`config.mk`:
```
export PLATFORM = sky130hd
export DESIGN_NAME = int8_float_dot_product_unit
export DESIGN_NICKNAME = d
export VERILOG_FILES = /design/src/hdl/fdp_pkg.sv /design/src/hdl/fdp_fma_unit.sv /design/src/hdl/int8_float_dot_product_unit.sv
export SDC_FILE = /design/constraint.sdc
export NUM_CORES = 2
export LEC_CHECK = 0
export BUFFER_PORTS_ARGS = -buffer_cell sky130_fd_sc_hd__buf_4
export CAP_MARGIN = 0
export CORE_ASPECT_RATIO = 0.8
export CORE_UTILIZATION = 35
export CTS_CLUSTER_SIZE = 14
export DETAILED_ROUTE_END_ITERATION = 8
export GPL_TIMING_DRIVEN = 0
export PLACE_DENSITY = 0.49
export SLEW_MARGIN = 20
export SYNTH_ARGS = -nofsm -noshare
export SYNTH_HDL_FRONTEND = slang
export SYNTH_SLANG_ARGS = --single-unit
export TNS_END_PERCENT = 5
```
`constraint.sdc`:
```
create_clock -name clk -period 28.6 [get_ports clk]
set_input_delay 5.72 -clock clk [delete_from_list [all_inputs] [get_ports clk]]
set_output_delay 5.72 -clock clk [all_outputs]
set_load 0.1 [all_outputs]
```
`src/hdl/fdp_pkg.sv`:
```
package fdp_pkg;

  // number of partial accumulators for the main part of the vector
  localparam int SLOT_COUNT = 8;
  localparam int SLOT_BITS  = $clog2(SLOT_COUNT);

  // float32 patterns
  localparam logic [31:0] CANON_NAN = 32'h7fc0_0000;
  localparam logic [31:0] NEG_ZERO  = 32'h8000_0000;
  localparam logic [30:0] INF_MAG   = 31'h7f80_0000;

  // unit scale used for plain adds
  localparam logic signed [7:0] SCALE_ONE = 8'sd1;

  // datapath widths of the shared unit
  localparam int MANT_W  = 32;
  localparam int GUARD_W = 34;
  localparam int ALIGN_W = MANT_W + GUARD_W;
  localparam int SUM_W   = ALIGN_W + 1;

  // request to the shared multiply-add unit: addend + scale * mulcand
  typedef struct packed {
    logic [31:0]       addend;
    logic [31:0]       mulcand;
    logic signed [7:0] scale;
  } fdp_req_t;

  // leading zero count of a 32-bit word (nonzero input)
  function automatic logic [4:0] lzc32(input logic [31:0] v);
    logic [5:0] n;
    logic       found;
    n     = '0;
    found = 1'b0;
    for (int i = 31; i >= 0; i--) begin
      if (!found) begin
        if (v[i]) found = 1'b1;
        else n = n + 6'd1;
      end
    end
    return n[4:0];
  endfunction

  // leading zero count of the sum word (nonzero input)
  function automatic logic [6:0] lzc_sum(input logic [SUM_W-1:0] v);
    logic [7:0] n;
    logic       found;
    n     = '0;
    found = 1'b0;
    for (int i = SUM_W - 1; i >= 0; i--) begin
      if (!found) begin
        if (v[i]) found = 1'b1;
        else n = n + 8'd1;
      end
    end
    return n[6:0];
  endfunction

endpackage

```
`src/hdl/fdp_fma_unit.sv`:
```
module fdp_fma_unit (
  input  logic             clk,
  input  logic             rst,
  input  logic             start,
  input  fdp_pkg::fdp_req_t req,
  output logic             done,
  output logic [31:0]      result
);
  import fdp_pkg::*;

  logic [5:0] vld;

  // unpack
  logic [7:0]  ea, eb, ea_eff, eb_eff, m_mag;
  logic [22:0] fa, fb;
  logic        sa, sb, sp, m_neg;
  logic        a_nan, a_inf, b_nan, b_inf, p_inf, is_nan;
  logic [23:0] mant_a, mant_b;

  always_comb begin
    sa     = req.addend[31];
    ea     = req.addend[30:23];
    fa     = req.addend[22:0];
    sb     = req.mulcand[31];
    eb     = req.mulcand[30:23];
    fb     = req.mulcand[22:0];
    a_nan  = (ea == 8'hff) && (fa != '0);
    a_inf  = (ea == 8'hff) && (fa == '0);
    b_nan  = (eb == 8'hff) && (fb != '0);
    b_inf  = (eb == 8'hff) && (fb == '0);
    m_neg  = req.scale[7];
    m_mag  = m_neg ? (~req.scale + 8'd1) : req.scale;
    sp     = sb ^ m_neg;
    p_inf  = b_inf && (m_mag != 8'd0);
    is_nan = a_nan || b_nan || (b_inf && (m_mag == 8'd0)) || (a_inf && p_inf && (sa != sp));
    ea_eff = (ea == 8'd0) ? 8'd1 : ea;
    eb_eff = (eb == 8'd0) ? 8'd1 : eb;
    mant_a = {ea != 8'd0, fa};
    mant_b = {eb != 8'd0, fb};
  end

  // stage 1: exact product and operand setup
  logic               s1_sa, s1_sp, s1_spec;
  logic [31:0]        s1_sval, s1_ma, s1_mp;
  logic signed [10:0] s1_ea, s1_ep;

  always_ff @(posedge clk) begin
    s1_sa   <= sa;
    s1_sp   <= sp;
    s1_spec <= is_nan || a_inf || p_inf;
    s1_sval <= is_nan ? CANON_NAN : (a_inf ? req.addend : {sp, INF_MAG});
    s1_ma   <= {mant_a, 8'd0};
    s1_ea   <= $signed({3'd0, ea_eff}) - 11'sd158;
    s1_mp   <= 32'(mant_b) * 32'(m_mag);
    s1_ep   <= $signed({3'd0, eb_eff}) - 11'sd150;
  end

  // stage 2: normalize both operands
  logic               s2_sa, s2_sp, s2_spec, s2_za, s2_zp;
  logic [31:0]        s2_sval, s2_ma, s2_mp;
  logic signed [10:0] s2_ea, s2_ep;
  logic [4:0]         lz_a, lz_p;

  assign lz_a = lzc32(s1_ma);
  assign lz_p = lzc32(s1_mp);

  always_ff @(posedge clk) begin
    s2_sa   <= s1_sa;
    s2_sp   <= s1_sp;
    s2_spec <= s1_spec;
    s2_sval <= s1_sval;
    s2_za   <= (s1_ma == '0);
    s2_zp   <= (s1_mp == '0);
    s2_ma   <= s1_ma << lz_a;
    s2_mp   <= s1_mp << lz_p;
    s2_ea   <= s1_ea - $signed({6'd0, lz_a});
    s2_ep   <= s1_ep - $signed({6'd0, lz_p});
  end

  // stage 3: order by magnitude and align the smaller operand
  logic                 a_big, s_big, s_small;
  logic [31:0]          m_big, m_small;
  logic signed [10:0]   e_big, e_small, e_diff;
  logic [ALIGN_W-1:0]   wide, aligned;
  logic                 sticky;

  always_comb begin
    a_big   = s2_zp || (!s2_za && ((s2_ea > s2_ep) || ((s2_ea == s2_ep) && (s2_ma >= s2_mp))));
    m_big   = a_big ? s2_ma : s2_mp;
    m_small = a_big ? s2_mp : s2_ma;
    e_big   = a_big ? s2_ea : s2_ep;
    e_small = a_big ? s2_ep : s2_ea;
    s_big   = a_big ? s2_sa : s2_sp;
    s_small = a_big ? s2_sp : s2_sa;
    e_diff  = e_big - e_small;
    wide    = {m_small, {GUARD_W{1'b0}}};
    if ((a_big ? s2_zp : s2_za) || (e_diff >= 11'sd66)) begin
      aligned = '0;
      sticky  = (a_big ? !s2_zp : !s2_za);
    end else begin
      aligned = wide >> e_diff[6:0];
      sticky  = ((aligned << e_diff[6:0]) != wide);
    end
  end

  logic               s3_sub, s3_sign, s3_zs, s3_spec;
  logic [31:0]        s3_sval, s3_big;
  logic [ALIGN_W-1:0] s3_al;
  logic signed [10:0] s3_e;

  always_ff @(posedge clk) begin
    s3_sub  <= s_big ^ s_small;
    s3_sign <= s_big;
    s3_zs   <= (s2_za && s2_zp) ? (s2_sa & s2_sp) : 1'b0;
    s3_spec <= s2_spec;
    s3_sval <= s2_sval;
    s3_big  <= m_big;
    s3_al   <= aligned | {{(ALIGN_W-1){1'b0}}, sticky};
    s3_e    <= e_big;
  end

  // stage 4: add or subtract
  logic [SUM_W-1:0]   big_w, small_w;
  logic               s4_sign, s4_zs, s4_spec;
  logic [31:0]        s4_sval;
  logic [SUM_W-1:0]   s4_sum;
  logic signed [10:0] s4_e;

  assign big_w   = {1'b0, s3_big, {GUARD_W{1'b0}}};
  assign small_w = {1'b0, s3_al};

  always_ff @(posedge clk) begin
    s4_sum  <= s3_sub ? (big_w - small_w) : (big_w + small_w);
    s4_sign <= s3_sign;
    s4_zs   <= s3_zs;
    s4_spec <= s3_spec;
    s4_sval <= s3_sval;
    s4_e    <= s3_e;
  end

  // stage 5: normalize the sum
  logic [6:0]         lz_s;
  logic               s5_sign, s5_zs, s5_spec, s5_zero;
  logic [31:0]        s5_sval;
  logic [SUM_W-1:0]   s5_n;
  logic signed [10:0] s5_bexp;

  assign lz_s = lzc_sum(s4_sum);

  always_ff @(posedge clk) begin
    s5_n    <= s4_sum << lz_s;
    s5_bexp <= s4_e + 11'sd159 - $signed({4'd0, lz_s});
    s5_zero <= (s4_sum == '0);
    s5_sign <= s4_sign;
    s5_zs   <= s4_zs;
    s5_spec <= s4_spec;
    s5_sval <= s4_sval;
  end

  // stage 6: denormalize, round to nearest even, pack
  logic [4:0]         den_sh;
  logic signed [10:0] den_amt;
  logic [SUM_W-1:0]   den_n;
  logic               lost, g_bit, st_bit, rnd;
  logic [23:0]        m24;
  logic [7:0]         field;
  logic [30:0]        packed_mag;
  logic [31:0]        res_next;

  always_comb begin
    den_amt = 11'sd1 - s5_bexp;
    if (s5_bexp >= 11'sd1) den_sh = 5'd0;
    else if (den_amt > 11'sd26) den_sh = 5'd26;
    else den_sh = den_amt[4:0];
    den_n      = s5_n >> den_sh;
    lost       = ((den_n << den_sh) != s5_n);
    m24        = den_n[SUM_W-1 -: 24];
    g_bit      = den_n[SUM_W-25];
    st_bit     = (den_n[SUM_W-26:0] != '0) || lost;
    rnd        = g_bit && (st_bit || m24[0]);
    field      = (s5_bexp >= 11'sd1) ? s5_bexp[7:0] : 8'd0;
    packed_mag = {field, m24[22:0]} + 31'(rnd);
    if (s5_spec) res_next = s5_sval;
    else if (s5_zero) res_next = {s5_zs, 31'd0};
    else if (s5_bexp >= 11'sd255) res_next = {s5_sign, INF_MAG};
    else res_next = {s5_sign, packed_mag};
  end

  always_ff @(posedge clk) begin
    if (vld[4]) result <= res_next;
  end

  // operation tracking
  always_ff @(posedge clk) begin
    if (rst) begin
      vld <= '0;
    end else begin
      vld <= {vld[4:0], start};
    end
  end

  assign done = vld[5];

endmodule

```
`src/hdl/int8_float_dot_product_unit.sv`:
```
// Dot product of a signed 8-bit vector with a float32 vector, one element pair
// per request (start while busy is low). The length register sets the vector
// length (0 means 65536); writing it discards any partial vector. All
// arithmetic goes through one shared float multiply-add unit, so an element
// of the main part (index below the length rounded down to four) keeps busy
// high for one multiply-add into its partial sum, and an element of the
// remainder for two (rounded product, then add). The element that closes the
// main part adds a seven-add reduction of the eight partial sums. The result
// appears on dot_result with result_valid high for exactly one cycle, right
// after the last element's work; the receiver cannot stall it, so it must
// take it in that cycle.
module int8_float_dot_product_unit (
  input  logic              clk,
  input  logic              rst,
  input  logic              psel,
  input  logic              penable,
  input  logic              pwrite,
  input  logic [2:0]        paddr,
  input  logic [31:0]       pwdata,
  output logic [31:0]       prdata,
  output logic              pready,
  input  logic              start,
  output logic              busy,
  input  logic signed [7:0] int_element,
  input  logic [31:0]       float_element,
  output logic [31:0]       dot_result,
  output logic              result_valid
);
  import fdp_pkg::*;

  typedef enum logic [10:0] {
    ST_IDLE = 11'b000_0000_0001,
    ST_MAC  = 11'b000_0000_0010,
    ST_PROD = 11'b000_0000_0100,
    ST_TAIL = 11'b000_0000_1000,
    ST_RED0 = 11'b000_0001_0000,
    ST_RED1 = 11'b000_0010_0000,
    ST_RED2 = 11'b000_0100_0000,
    ST_RED3 = 11'b000_1000_0000,
    ST_RED4 = 11'b001_0000_0000,
    ST_RED5 = 11'b010_0000_0000,
    ST_RED6 = 11'b100_0000_0000
  } fdp_state_t;

  fdp_state_t        state;
  logic              issue;
  logic [31:0]       slots [SLOT_COUNT];
  logic [31:0]       tail, temp;
  logic [15:0]       idx, vlen;
  logic signed [7:0] int_reg;
  logic [31:0]       flt_reg;

  fdp_req_t          req;
  logic              unit_done;
  logic [31:0]       unit_res;

  // length bookkeeping
  logic [16:0] len, len4, idx_inc;
  logic        in_main, last4, last, cfg_wr, finish;
  logic [SLOT_BITS-1:0] slot_sel;

  always_comb begin
    len      = (vlen == 16'd0) ? 17'h1_0000 : {1'b0, vlen};
    len4     = {len[16:2], 2'b00};
    idx_inc  = {1'b0, idx} + 17'd1;
    in_main  = ({1'b0, idx} < len4);
    last4    = (idx_inc == len4);
    last     = (idx_inc >= len);
    slot_sel = idx[SLOT_BITS-1:0];
    cfg_wr   = psel && penable && pwrite && pready && !paddr[2];
  end

  assign pready = 1'b1;
  assign prdata = paddr[2] ? 32'd0 : {16'd0, vlen};
  assign busy   = (state != ST_IDLE);

  // operand select per operation
  always_comb begin
    req = '{addend: slots[0], mulcand: slots[4], scale: SCALE_ONE};
    case (state)
      ST_MAC:  req = '{addend: slots[slot_sel], mulcand: flt_reg, scale: int_reg};
      ST_PROD: req = '{addend: NEG_ZERO, mulcand: flt_reg, scale: int_reg};
      ST_TAIL: req = '{addend: tail, mulcand: temp, scale: SCALE_ONE};
      ST_RED0: req = '{addend: slots[0], mulcand: slots[4], scale: SCALE_ONE};
      ST_RED1: req = '{addend: slots[1], mulcand: slots[5], scale: SCALE_ONE};
      ST_RED2: req = '{addend: slots[2], mulcand: slots[6], scale: SCALE_ONE};
      ST_RED3: req = '{addend: slots[3], mulcand: slots[7], scale: SCALE_ONE};
      ST_RED4: req = '{addend: slots[0], mulcand: slots[1], scale: SCALE_ONE};
      ST_RED5: req = '{addend: slots[2], mulcand: slots[3], scale: SCALE_ONE};
      ST_RED6: req = '{addend: slots[0], mulcand: slots[2], scale: SCALE_ONE};
      default: req = '{addend: slots[0], mulcand: slots[4], scale: SCALE_ONE};
    endcase
  end

  fdp_fma_unit u_fma (
    .clk    (clk),
    .rst    (rst),
    .start  (issue),
    .req    (req),
    .done   (unit_done),
    .result (unit_res)
  );

  // element is complete after this operation
  assign finish = unit_done &&
                  (((state == ST_MAC) && !last4) || (state == ST_TAIL) || (state == ST_RED6));

  // sequencer
  always_ff @(posedge clk) begin
    if (rst) begin
      state        <= ST_IDLE;
      issue        <= 1'b0;
      result_valid <= 1'b0;
      vlen         <= 16'd1;
      idx          <= '0;
      tail         <= '0;
      for (int k = 0; k < SLOT_COUNT; k++) slots[k] <= '0;
    end else begin
      result_valid <= 1'b0;
      issue        <= 1'b0;
      case (state)
        ST_IDLE: begin
          if (start) begin
            int_reg <= int_element;
            flt_reg <= float_element;
            state   <= in_main ? ST_MAC : ST_PROD;
            issue   <= 1'b1;
          end
        end
        default: begin
          if (unit_done) begin
            case (state)
              ST_MAC: begin
                slots[slot_sel] <= unit_res;
                if (last4) begin
                  state <= ST_RED0;
                  issue <= 1'b1;
                end
              end
              ST_PROD: begin
                temp  <= unit_res;
                state <= ST_TAIL;
                issue <= 1'b1;
              end
              ST_TAIL: tail <= unit_res;
              ST_RED0: begin
                slots[0] <= unit_res;
                state    <= ST_RED1;
                issue    <= 1'b1;
              end
              ST_RED1: begin
                slots[1] <= unit_res;
                state    <= ST_RED2;
                issue    <= 1'b1;
              end
              ST_RED2: begin
                slots[2] <= unit_res;
                state    <= ST_RED3;
                issue    <= 1'b1;
              end
              ST_RED3: begin
                slots[3] <= unit_res;
                state    <= ST_RED4;
                issue    <= 1'b1;
              end
              ST_RED4: begin
                slots[0] <= unit_res;
                state    <= ST_RED5;
                issue    <= 1'b1;
              end
              ST_RED5: begin
                slots[2] <= unit_res;
                state    <= ST_RED6;
                issue    <= 1'b1;
              end
              ST_RED6: tail <= unit_res;
              default: state <= ST_IDLE;
            endcase
          end
        end
      endcase

      // element done: emit on the last one, else advance
      if (finish) begin
        state <= ST_IDLE;
        if (last) begin
          dot_result   <= unit_res;
          result_valid <= 1'b1;
          idx          <= '0;
          tail         <= '0;
          for (int k = 0; k < SLOT_COUNT; k++) slots[k] <= '0;
        end else begin
          idx <= idx_inc[15:0];
        end
      end

      // length write starts a fresh vector
      if (cfg_wr) begin
        vlen <= pwdata[15:0];
        idx  <= '0;
        tail <= '0;
        for (int k = 0; k < SLOT_COUNT; k++) slots[k] <= '0;
      end
    end
  end

endmodule
```
==> metrics.yaml <==
layout:
  syn2layout_area_growth_pct: 15.6
  drive_gt1_share_pct: 11.2
  final_core_util_pct: 40.7
  finalInstanceArea_sq_um: 94200
  fill_cells: 23600
  largestRegisters: "slots (256), u_fma.s4_sum (67), u_fma.s5_n (67)"
  largest_reg_flops: 256
  nets: 10600
  regMostFlops: "slots"
synth:
  synth_top_cells_by_count: "1217 x nand2_1, 785 x nor2_1, 691 x mux2i_1"
  synth_xor_area_share_pct: 5.94
  ys_seq_area_share_pct: 31.2
  synthAdderAreaFrac_pct: 8.65
  synthTopCellsByArea: "dfxtp_1 17%, edfxtp_1 14%, mux2i_1 8.5%"
  ys.warnings.count: 0
  avgSynthCellArea_sq_um: 8.52
  synth_mux_area_share_pct: 12.5
  synth_seq_cells: 1074
  synth_most_common_cell: "nand2_1"
  synthArstFlopShare_pct: 0
  synth_flop_cell: "dfxtp_1"
  syn-instance-count: 9565
  netlist.area_leader.share_pct: 16.7
  synth_simple_gate_area_share_pct: 19.7
  synth.largest_area_cell: "dfxtp_1"
  synth_top_family_by_area: "simple AND/OR/NAND/NOR gates"
  synth-compound-area-share_pct: 17.0
  synth_enable_flop_cells: 392
  ys_types: 107
  syn-cell-area_sq_um: 81500
critical_path:
  cp-end-kind: "flip-flop"
  start_kind: "flip-flop"
  cp.arrival_ns: 31.11
  crit_type: "reg -> reg"
  cpMaxStageDelayCell: "or4_4"
  critical_path.max_fanout: 10
  required_ns: 29.21
  crit_path_frequent_cell: "buf_4"
  slowest_delay_ns: 0.58
cts:
  clk-insertion-delay-late_ns: 0.79
  root_buffer: "clkbuf_16"
  hold_buffers: 0
  cts_buffer_depth: 3
  htreeDepth: 3
  cts_tree: "yes"
  cts_sinks: 1074
  path_clk_slew_ns: 0.06
  numCtsBuffers: 116
timing:
  fmax_ghz: 0.0328
  clock_skew_ns: 0.0735
  rsz0062_at_grt: "true"
  layout_min_cycle_time_ns: 30.50
  finalSetupViolCount: 77
  worst_slack_ns: -1.90
  slew_headroom_pct: 10.4
  final.period_utilization_pct: 107
  report.final.slew_viol_count: 0
  hold_viol: 0
  tightest_slew_ns: 1.34
floorplan:
  initial_core_util_pct: 35.2
  rows: 158
  die_h_um: 434
  dieArea_sq_um: 235000
  die_x_um: 542
  io-pin-count: 148
  core_sq_um: 232000
drt:
  wl_per_cell_um: 26.4
  finalWirelength_um: 350000
  drc: 0
  first_pass_iters: 9
  ant_nets: 0
  dr.first_iter.drc_count: 9209
  vias_per_cell: 5.81
  via_count: 77000
grt:
  first_global_vias: 73100
  overflow: 0
  track_usage_pct: 28.9
  grt_start_max_net_pins: 33
  antenna_found_initial: 14
  grt_pass1_wl_um: 506000
placement:
  placed_cell_area_sq_um: 87200
  io_buffers: 111
  dp_hpwl_um: 272000
  gp_congestion: 1.01
worst_hold_path:
  hold_path.class: "reg -> reg"
flow_run:
  maxCapViolations: 0
run_status:
  status: "complete, but fails checks"
  violations: "setup timing"
-- cell type report --
type                            instances  area (sq um)  area share (%)
Multi-Input combinational cell       7476         53900            57.2
Clock inverter                         56           840           0.891
Clock buffer                          162          3410            3.62
Inverter                              475          1800            1.91
Sequential cell                      1074         25400            27.0
Antenna cell                            3          7.51         0.00797
Timing Repair Buffer                  304          2430            2.58
Buffer                                582          2520            2.68
Tap cell                             3120          3900            4.14
-- placed cells by master (no fill, tap or decap), types with 97 or more instances in the layout --
cell,instances
a21oi_1,588
a211oi_1,97
nand2_1,1209
nor2_1,769
clkbuf_1,447
and2_1,335
o21ai_0,478
dfxtp_1,679
xnor2_1,335
a22oi_1,129
xor2_1,107
nor2b_1,141
clkbuf_16,123
fa_1,135
edfxtp_1,392
nand3_1,218
mux2i_1,625
nand2b_1,107
mux4_2,100
ha_1,308
buf_4,307
nor3_1,168
inv_1,458
-- routing by layer --
layer	global-route usage, %	part of all wire (%)
met1	43.1	47
met2	41.7	41
met3	5.99	9.1
met4	7.89	2.9
met5	0	0.013
-- cells by family after synthesis --
logic type                 after synthesis
other                                    2
DFF                                   1074
xor gates and xnor gates               495
and+or+nand+nor                       3410
adders and majority gates              485
muxes                                  881
AOI/OAI and AO/OA                     2158
buffers and inverters                 1060
-- through the flow --
step | std cells | TNS [ns] | hold WS (ns) | worst slack (ns)
2_1_floorplan | 9610 | 0 | 0.310 | 0.000620
3_3_place_gp | 12800 | -343.28 | 0.310 | -5.05
4_1_cts | 13200 | -71.24 | 0.325 | -1.30
6_report | 13300 | -113.11 | 0.321 | -1.90
3_5_place_dp | 12900 | -377.87 | 0.312 | -5.53
5_1_grt | 13200 | -232.48 | 0.329 | -3.45
-- timing repair --
action	in CTS	in global routing
buffers inserted	155	19
endpoints found under the setup margin	77	77
gates resized for setup	258	79
pin swaps	111	68
-- worst paths after layout --
| kind | startpoint | to | slack, ns | cells after the start |
|---|---|---|---|---|
| hold / removal | u_fma.s3_e[0] | u_fma.s4_e[0] | 0.32 | 0 |
| setup / recovery | u_fma.s4_sum[63] | u_fma.s5_bexp[8] | -1.90 | 190 |
| hold reg to reg | u_fma.s3_e[0] | u_fma.s4_e[0] | 0.32 | 0 |
| setup reg to reg | u_fma.s4_sum[63] | u_fma.s5_bexp[8] | -1.90 | 190 |
-- worst max-delay path: cells and delay by family, from the launching register on --
| family | cells | cell delay, ns |
|---|---|---|
| buf+inv | 66 | 7.92 |
| compound gates | 47 | 7.17 |
| fa+ha+maj | 22 | 5.71 |
| simple gates | 29 | 3.66 |
| xor+xnor | 12 | 2.92 |
| mux | 14 | 2.63 |
| flops | 1 | 0.31 |
Power is left out: the tool's default activity adds up to more than one toggle a clock period on the data nets, which glitch-free logic cannot reach.
